[config.mk]
export PLATFORM = sky130hd
export DESIGN_NAME = epoch_seconds_to_calendar
export DESIGN_NICKNAME = d
export VERILOG_FILES = /design/src/rtl/es2c_pkg.sv /design/src/rtl/es2c_month.sv /design/src/rtl/epoch_seconds_to_calendar.sv
export SDC_FILE = /design/constraint.sdc
export NUM_CORES = 2
export LEC_CHECK = 0
export ABC_CLOCK_PERIOD_IN_PS = 15200
export BUFFER_PORTS_ARGS = -buffer_cell sky130_fd_sc_hd__buf_4
export CELL_PAD_IN_SITES_DETAIL_PLACEMENT = 0
export CELL_PAD_IN_SITES_GLOBAL_PLACEMENT = 1
export CORE_MARGIN = 1.5
export CORE_UTILIZATION = 45
export CTS_BUF_LIST = sky130_fd_sc_hd__clkbuf_16
export CTS_CLUSTER_SIZE = 16
export DETAILED_ROUTE_END_ITERATION = 10
export GPL_TIMING_DRIVEN = 0
export PLACE_DENSITY_LB_ADDON = 0.1
export SLEW_MARGIN = 10
export SYNTH_ARGS = -nofsm -noshare
export SYNTH_HDL_FRONTEND = slang
export SYNTH_SLANG_ARGS = --single-unit
[constraint.sdc]
create_clock -name clk -period 15.2 [get_ports clk]
set_clock_uncertainty 0.15 [all_clocks]
set_input_delay 3.8 -clock clk [delete_from_list [all_inputs] [get_ports clk]]
set_output_delay 3.8 -clock clk [all_outputs]
set_load 0.005 [all_outputs]
[src/rtl/es2c_pkg.sv]
`timescale 1ns / 1ps
package es2c_pkg;

  typedef logic [8:0] yday_t;
  typedef logic [3:0] mon_t;

  localparam logic [31:0] LIMIT_SECS   = 32'd4102444800;
  localparam logic [16:0] DAY_SECS     = 17'd86400;
  localparam logic [11:0] HOUR_SECS    = 12'd3600;
  localparam logic [5:0]  MIN_SECS     = 6'd60;
  localparam logic [10:0] CYC_DAYS     = 11'd1461;
  localparam logic [10:0] Y1_END       = 11'd365;
  localparam logic [10:0] Y2_END       = 11'd730;
  localparam logic [10:0] Y3_END       = 11'd1096;
  localparam logic [7:0]  BASE_YEAR    = 8'd70;
  localparam logic [2:0]  BASE_WEEKDAY = 3'd4;

  // reciprocals: x / 675 (x < 2^25) = (x * DAY_RECIP) >> 35
  localparam logic [25:0] DAY_RECIP  = 26'd50903317;
  // d / 1461 (d < 2^16) = (d * CYC_RECIP) >> 27
  localparam logic [16:0] CYC_RECIP  = 17'd91868;
  // x / 225 (x < 2^13) = (x * HOUR_RECIP) >> 21
  localparam logic [13:0] HOUR_RECIP = 14'd9321;
  // x / 60 (x < 2^12) = (x * MIN_RECIP) >> 17
  localparam logic [11:0] MIN_RECIP  = 12'd2185;

  localparam yday_t CUM_LEAP [13] = '{
    9'd0, 9'd31, 9'd60, 9'd91, 9'd121, 9'd152, 9'd182,
    9'd213, 9'd244, 9'd274, 9'd305, 9'd335, 9'd366
  };
  localparam yday_t CUM_COMMON [13] = '{
    9'd0, 9'd31, 9'd59, 9'd90, 9'd120, 9'd151, 9'd181,
    9'd212, 9'd243, 9'd273, 9'd304, 9'd334, 9'd365
  };

endpackage

[src/rtl/es2c_month.sv]
`timescale 1ns / 1ps
module es2c_month
  import es2c_pkg::*;
(
  input  yday_t      yday,
  input  logic       leap,
  output mon_t       mon,
  output logic [4:0] mday
);

  yday_t base;
  yday_t diff;

  always_comb begin
    mon = '0;
    for (int i = 1; i < 12; i++) begin
      if ((leap ? CUM_LEAP[i] : CUM_COMMON[i]) <= yday) begin
        mon = mon + 4'd1;
      end
    end
  end

  assign base = leap ? CUM_LEAP[mon] : CUM_COMMON[mon];
  assign diff = yday - base + 9'd1;
  assign mday = diff[4:0];

endmodule

[src/rtl/epoch_seconds_to_calendar.sv]
`timescale 1ns / 1ps
// Converts a 32-bit count of seconds since 1970-01-01 00:00:00 UTC into
// broken-down UTC date and time fields.
// Input channel: in_valid / in_stall with in_epoch_seconds; a beat moves on
// a rising edge with in_valid high and in_stall low.
// Result channel: out_valid / out_stall with one port per field; exactly one
// result beat per input beat, in order.
// Throughput: one beat per cycle while out_stall is low, held by a
// seven-register pipeline (input register, five working stages, output
// register) in which each stage holds at most one constant-reciprocal
// multiply.
// Stall: a stage loads when it is empty or the stage after it moves, so
// bubbles close up and up to seven beats sit in flight; in_stall rises only
// when every stage is full and out_stall is high. A stalled result holds.
// Inputs at or past 2100-01-01 00:00:00 give out_out_of_range = 1 with all
// other fields zero.
// Reset (rst_n low, synchronous) empties every stage; no result is lost or
// invented afterward.
module epoch_seconds_to_calendar
  import es2c_pkg::*;
(
  input  logic        clk,
  input  logic        rst_n,
  input  logic        in_valid,
  output logic        in_stall,
  input  logic [31:0] in_epoch_seconds,
  output logic        out_valid,
  input  logic        out_stall,
  output logic [7:0]  out_year_since_1900,
  output logic [3:0]  out_month_index,
  output logic [4:0]  out_day_of_month,
  output logic [4:0]  out_hour_of_day,
  output logic [5:0]  out_minute_of_hour,
  output logic [5:0]  out_second_of_minute,
  output logic [2:0]  out_weekday,
  output logic [8:0]  out_day_of_year,
  output logic        out_out_of_range
);

  logic [6:0] vld_r;
  logic [6:0] ld;

  logic [31:0] s1_secs_r;
  logic [50:0] s1_prod;
  logic [15:0] days_nxt;

  logic [15:0] s2_days_r;
  logic [16:0] s2_lo_r;
  logic        s2_oor_r;
  logic [32:0] s2_dsec;
  logic [32:0] s2_cprod;
  logic [16:0] sod_nxt;
  logic [5:0]  cyc_nxt;
  logic [5:0]  oct_sum;
  logic [3:0]  oct_fold;
  logic [2:0]  wday_nxt;

  logic [15:0] s3_days_r;
  logic [5:0]  s3_cyc_r;
  logic [16:0] s3_sod_r;
  logic [2:0]  s3_wday_r;
  logic        s3_oor_r;
  logic [16:0] s3_cdays;
  logic [15:0] dic_diff;
  logic [26:0] s3_hprod;
  logic [4:0]  hour_nxt;

  logic [10:0] s4_dic_r;
  logic [5:0]  s4_cyc_r;
  logic [16:0] s4_sod_r;
  logic [4:0]  s4_hour_r;
  logic [2:0]  s4_wday_r;
  logic        s4_oor_r;
  logic [10:0] yday_full;
  logic [1:0]  yic;
  logic        leap_nxt;
  logic [7:0]  year_nxt;
  logic [16:0] s4_hsec;
  logic [16:0] soh_diff;

  logic [7:0]  s5_year_r;
  yday_t       s5_yday_r;
  logic        s5_leap_r;
  logic [11:0] s5_soh_r;
  logic [4:0]  s5_hour_r;
  logic [2:0]  s5_wday_r;
  logic        s5_oor_r;
  mon_t        mon_nxt;
  logic [4:0]  mday_nxt;
  logic [23:0] s5_mprod;

  logic [7:0]  s6_year_r;
  mon_t        s6_mon_r;
  logic [4:0]  s6_mday_r;
  yday_t       s6_yday_r;
  logic [4:0]  s6_hour_r;
  logic [5:0]  s6_min_r;
  logic [11:0] s6_soh_r;
  logic [2:0]  s6_wday_r;
  logic        s6_oor_r;
  logic [11:0] s6_msec;
  logic [11:0] sec_diff;

  // advance chain, output side first
  always_comb begin
    ld[6] = !vld_r[6] || !out_stall;
    for (int k = 5; k >= 0; k--) begin
      ld[k] = !vld_r[k] || ld[k+1];
    end
  end

  assign in_stall  = !ld[0];
  assign out_valid = vld_r[6];

  always_ff @(posedge clk) begin
    if (!rst_n) begin
      vld_r <= '0;
    end else begin
      if (ld[0]) begin
        vld_r[0] <= in_valid;
      end
      for (int k = 1; k < 7; k++) begin
        if (ld[k]) begin
          vld_r[k] <= vld_r[k-1];
        end
      end
    end
  end

  assign s1_prod  = s1_secs_r[31:7] * DAY_RECIP;
  assign days_nxt = s1_prod[50:35];

  assign s2_dsec  = s2_days_r * DAY_SECS;
  assign sod_nxt  = s2_lo_r - s2_dsec[16:0];
  assign s2_cprod = s2_days_r * CYC_RECIP;
  assign cyc_nxt  = s2_cprod[32:27];

  // octal digits sum to the value mod 7
  assign oct_sum = 6'(s2_days_r[2:0]) + 6'(s2_days_r[5:3]) + 6'(s2_days_r[8:6])
                 + 6'(s2_days_r[11:9]) + 6'(s2_days_r[14:12]) + 6'(s2_days_r[15])
                 + 6'(BASE_WEEKDAY);
  assign oct_fold = 4'(oct_sum[5:3]) + 4'(oct_sum[2:0]);
  assign wday_nxt = (oct_fold >= 4'd7) ? 3'(oct_fold - 4'd7) : oct_fold[2:0];

  assign s3_cdays = s3_cyc_r * CYC_DAYS;
  assign dic_diff = s3_days_r - s3_cdays[15:0];
  assign s3_hprod = s3_sod_r[16:4] * HOUR_RECIP;
  assign hour_nxt = s3_hprod[25:21];

  always_comb begin
    priority if (s4_dic_r < Y1_END) begin
      yic       = 2'd0;
      yday_full = s4_dic_r;
      leap_nxt  = 1'b0;
    end else if (s4_dic_r < Y2_END) begin
      yic       = 2'd1;
      yday_full = s4_dic_r - Y1_END;
      leap_nxt  = 1'b0;
    end else if (s4_dic_r < Y3_END) begin
      yic       = 2'd2;
      yday_full = s4_dic_r - Y2_END;
      leap_nxt  = 1'b1;
    end else begin
      yic       = 2'd3;
      yday_full = s4_dic_r - Y3_END;
      leap_nxt  = 1'b0;
    end
  end

  assign year_nxt = BASE_YEAR + {s4_cyc_r, 2'b00} + 8'(yic);
  assign s4_hsec  = s4_hour_r * HOUR_SECS;
  assign soh_diff = s4_sod_r - s4_hsec;

  es2c_month u_month (
    .yday (s5_yday_r),
    .leap (s5_leap_r),
    .mon  (mon_nxt),
    .mday (mday_nxt)
  );

  assign s5_mprod = s5_soh_r * MIN_RECIP;

  assign s6_msec  = s6_min_r * MIN_SECS;
  assign sec_diff = s6_soh_r - s6_msec;

  always_ff @(posedge clk) begin
    if (ld[0]) begin
      s1_secs_r <= in_epoch_seconds;
    end
    if (ld[1]) begin
      s2_days_r <= days_nxt;
      s2_lo_r   <= s1_secs_r[16:0];
      s2_oor_r  <= (s1_secs_r >= LIMIT_SECS);
    end
    if (ld[2]) begin
      s3_days_r <= s2_days_r;
      s3_cyc_r  <= cyc_nxt;
      s3_sod_r  <= sod_nxt;
      s3_wday_r <= wday_nxt;
      s3_oor_r  <= s2_oor_r;
    end
    if (ld[3]) begin
      s4_dic_r  <= dic_diff[10:0];
      s4_cyc_r  <= s3_cyc_r;
      s4_sod_r  <= s3_sod_r;
      s4_hour_r <= hour_nxt;
      s4_wday_r <= s3_wday_r;
      s4_oor_r  <= s3_oor_r;
    end
    if (ld[4]) begin
      s5_year_r <= year_nxt;
      s5_yday_r <= yday_full[8:0];
      s5_leap_r <= leap_nxt;
      s5_soh_r  <= soh_diff[11:0];
      s5_hour_r <= s4_hour_r;
      s5_wday_r <= s4_wday_r;
      s5_oor_r  <= s4_oor_r;
    end
    if (ld[5]) begin
      s6_year_r <= s5_year_r;
      s6_mon_r  <= mon_nxt;
      s6_mday_r <= mday_nxt;
      s6_yday_r <= s5_yday_r;
      s6_hour_r <= s5_hour_r;
      s6_min_r  <= s5_mprod[22:17];
      s6_soh_r  <= s5_soh_r;
      s6_wday_r <= s5_wday_r;
      s6_oor_r  <= s5_oor_r;
    end
    if (ld[6]) begin
      out_out_of_range <= s6_oor_r;
      if (s6_oor_r) begin
        out_year_since_1900  <= '0;
        out_month_index      <= '0;
        out_day_of_month     <= '0;
        out_hour_of_day      <= '0;
        out_minute_of_hour   <= '0;
        out_second_of_minute <= '0;
        out_weekday          <= '0;
        out_day_of_year      <= '0;
      end else begin
        out_year_since_1900  <= s6_year_r;
        out_month_index      <= s6_mon_r;
        out_day_of_month     <= s6_mday_r;
        out_hour_of_day      <= s6_hour_r;
        out_minute_of_hour   <= s6_min_r;
        out_second_of_minute <= sec_diff[5:0];
        out_weekday          <= s6_wday_r;
        out_day_of_year      <= s6_yday_r;
      end
    end
  end

endmodule

==> run metrics <==
outcome=completed; Post-Synthesis Cell Area=slightly above 30000 um2; r2r setup slk=5.06 ns; Netlist cell types=85; async set or reset register ratio after synthesis=0%; CTS tree=built; initial antenna violation count=2; Post-synth EDFFs=between 200 and 300; Avg Cell Area, Syn=roughly 12 um2; Crit path max-delay family=adder cells; Vias/cell=around 5; Avg WL per Cell=between 15 and 20 um; cts repair resizes=0; Vias=roughly 19000; drt total wl=63850 um; Core Rows=96; clock slew at reported path FFs=0.06 ns; Crit-path slowest cell=edfxtp_1; Worst Path Max Fanout=11; initial DRC count=approximately 670; most used flip-flop cell after synthesis=edfxtp_1; overall routing resource usage=approximately a fifth; Area growth syn-to-layout=9.839%; initial core utilization=between 40% and 50%; CP arrival=between 10 and 15 ns; vias in the first global route=20320; H-tree Lvls=2; Setup CP Type=reg2reg; DRC viols=0; crit end category=flop; CP bufs+invs=3; Antenna Violating Nets Remaining=0; NumNets Final=3857; post-detail-place hpwl=around 54000 um; final core occ=49.88%; CTS Sinks=~280; Port Buffers=84; die width=approximately 270 um; fin crit share=approximately two thirds; CP startpoint kind=flop; Seq/Total Area, Yosys=a little over a quarter; Hold Violations, Final=0; total gr overflow=0; cts bufs inserted=36; top cell type's share of synthesized area=between 20% and 30%; worst hold-check path type=reg2reg; yosys warns=0; Max Root-Sink Buffers=3; setup repair bufs after CTS=0; setup violators final=0; drt pass-1 iters=5; clock latency at the later pin of the worst-skew pair=between 0.5 and 0.6 ns; Die H=about 270 um; largest net degree at the start of global routing=39; io pins=85; fin crit period=around 10 ns; slowest stage delay, CP=0.62 ns; Slew @ Worst Pin=0.9262 ns; CP Data Required Time=between 15 and 20 ns; ranking of synthesized cells by area=ha_1 (27%), edfxtp_1 (27%), fa_1 (23%); core area=68470 um2; FF+latch count, synth=about 280; achievable frequency=about 99 MHz; Final GP Congestion=~0.86; first-pass GRT wire length=107100 um; cts hold-fix bufs=0; Filler Cells Inserted=6189; ratio of cells with drive above 1 in the final layout=approximately 6.7%; Clock Root Buffer=clkbuf_16; Die ar.=70680 um2; Max-Cap Viols=0; Slew headroom=a little under two fifths; most frequent cells in the layout=ha_1 (670), inv_1 (616), fa_1 (351); unrepaired setup endpoints after global routing=no; Worst path most repeated cell=ha_1; setup TNS=0 ns; most common cell after layout, fill and taps aside=ha_1; Final Slew Violations=0; cell taking the most area after synthesis=ha_1; total nets after synthesis=around 3700; Ant. Diodes=0; Cells after Synth=~2700
cell families after synthesis:
family	after synthesis	share of synthesized area (%)
adder cells (fa/ha/maj)	1021	49.56
buffers and inverters	637	7.774
AND/OR/NAND/NOR	306	5.115
AO/OA/AOI/OAI	284	6.245
flip-flops	282	27.01
XOR/XNOR	134	3.996
multiplexers	9	0.3018
path summary, 6_finish.rpt:
| path | startpoint | end | cells after the start |
|---|---|---|---|
| min | s2_lo_r[0]$_DFFE_PP_ | s3_sod_r[0]$_DFFE_PP_ | 0 |
| max reg2reg | s5_leap_r$_SDFFCE_PN0P_ | s6_mday_r[4]$_DFFE_PP_ | 45 |
| max | s5_leap_r$_SDFFCE_PN0P_ | s6_mday_r[4]$_DFFE_PP_ | 45 |
| min reg2reg | s2_lo_r[0]$_DFFE_PP_ | s3_sod_r[0]$_DFFE_PP_ | 0 |
cells in the mapped netlist (12+ instances only):
master,instances
inv_1,614
o21a_1,19
nor2b_1,67
nand4_1,15
o21bai_1,13
xnor2_1,94
edfxtp_1,275
nor3_1,23
a21o_1,50
nor2_1,71
xor2_1,33
ha_1,670
fa_1,351
nand2_1,59
a21oi_1,85
nand3_1,12
o21ai_0,29
through the flow:
stage | setup slack, ns | instances | hold WS (ns) | instance area [um2]
6_report | 5.063 | 3709 | 0.2543 | 34150
5_1_grt | 4.315 | 3709 | 0.2572 | 34150
4_1_cts | 4.979 | 3709 | 0.2388 | 34150
3_5_place_dp | 5.008 | 3644 | 0.2545 | 32950
3_3_place_gp | 4.938 | 3639 | 0.2530 | 32830
2_1_floorplan | 5.954 | 2673 | 0.2503 | 31090
final cells by class:
type                            count  area [um2]  share of cell area (%)
Buffer                             20       101.3                  0.2967
Clock buffer                       38       950.9                   2.784
Inverter                          617        2316                   6.781
Multi-Input combinational cell   1754       20290                   59.40
Clock inverter                     27       249.0                  0.7290
Sequential cell                   282        8398                   24.59
Timing Repair Buffer               89       745.7                   2.183
Tap cell                          882        1104                   3.231
metal layers:
layer	track usage (%)	vias to the layer above	share of wire, %	wire length (um)
met1	25.66	9147	46	29110
met3	2.652	58	3.5	2242
met2	33.93	227	49	31590
met4	3.578	4	1.4	878
li1	-	9151	-	-
met5	0	-	0.038	24
state kept, by name, indices dropped and copies added, names as in the netlist, 7 cells and up:
signal               count
out_year_since_1900      8
s2_lo_r                 17
s4_sod_r                12
s4_dic_r                11
s3_sod_r                17
out_day_of_year          9
s5_yday_r                9
s2_days_r               16
s5_soh_r                12
s6_yday_r                9
s1_secs_r               32
s5_year_r                8
s6_year_r                8
s3_days_r               11
vld_r                    7
Power is not shown: default switching activity piles up to over one toggle a cycle in this logic, so the estimate is an artifact.
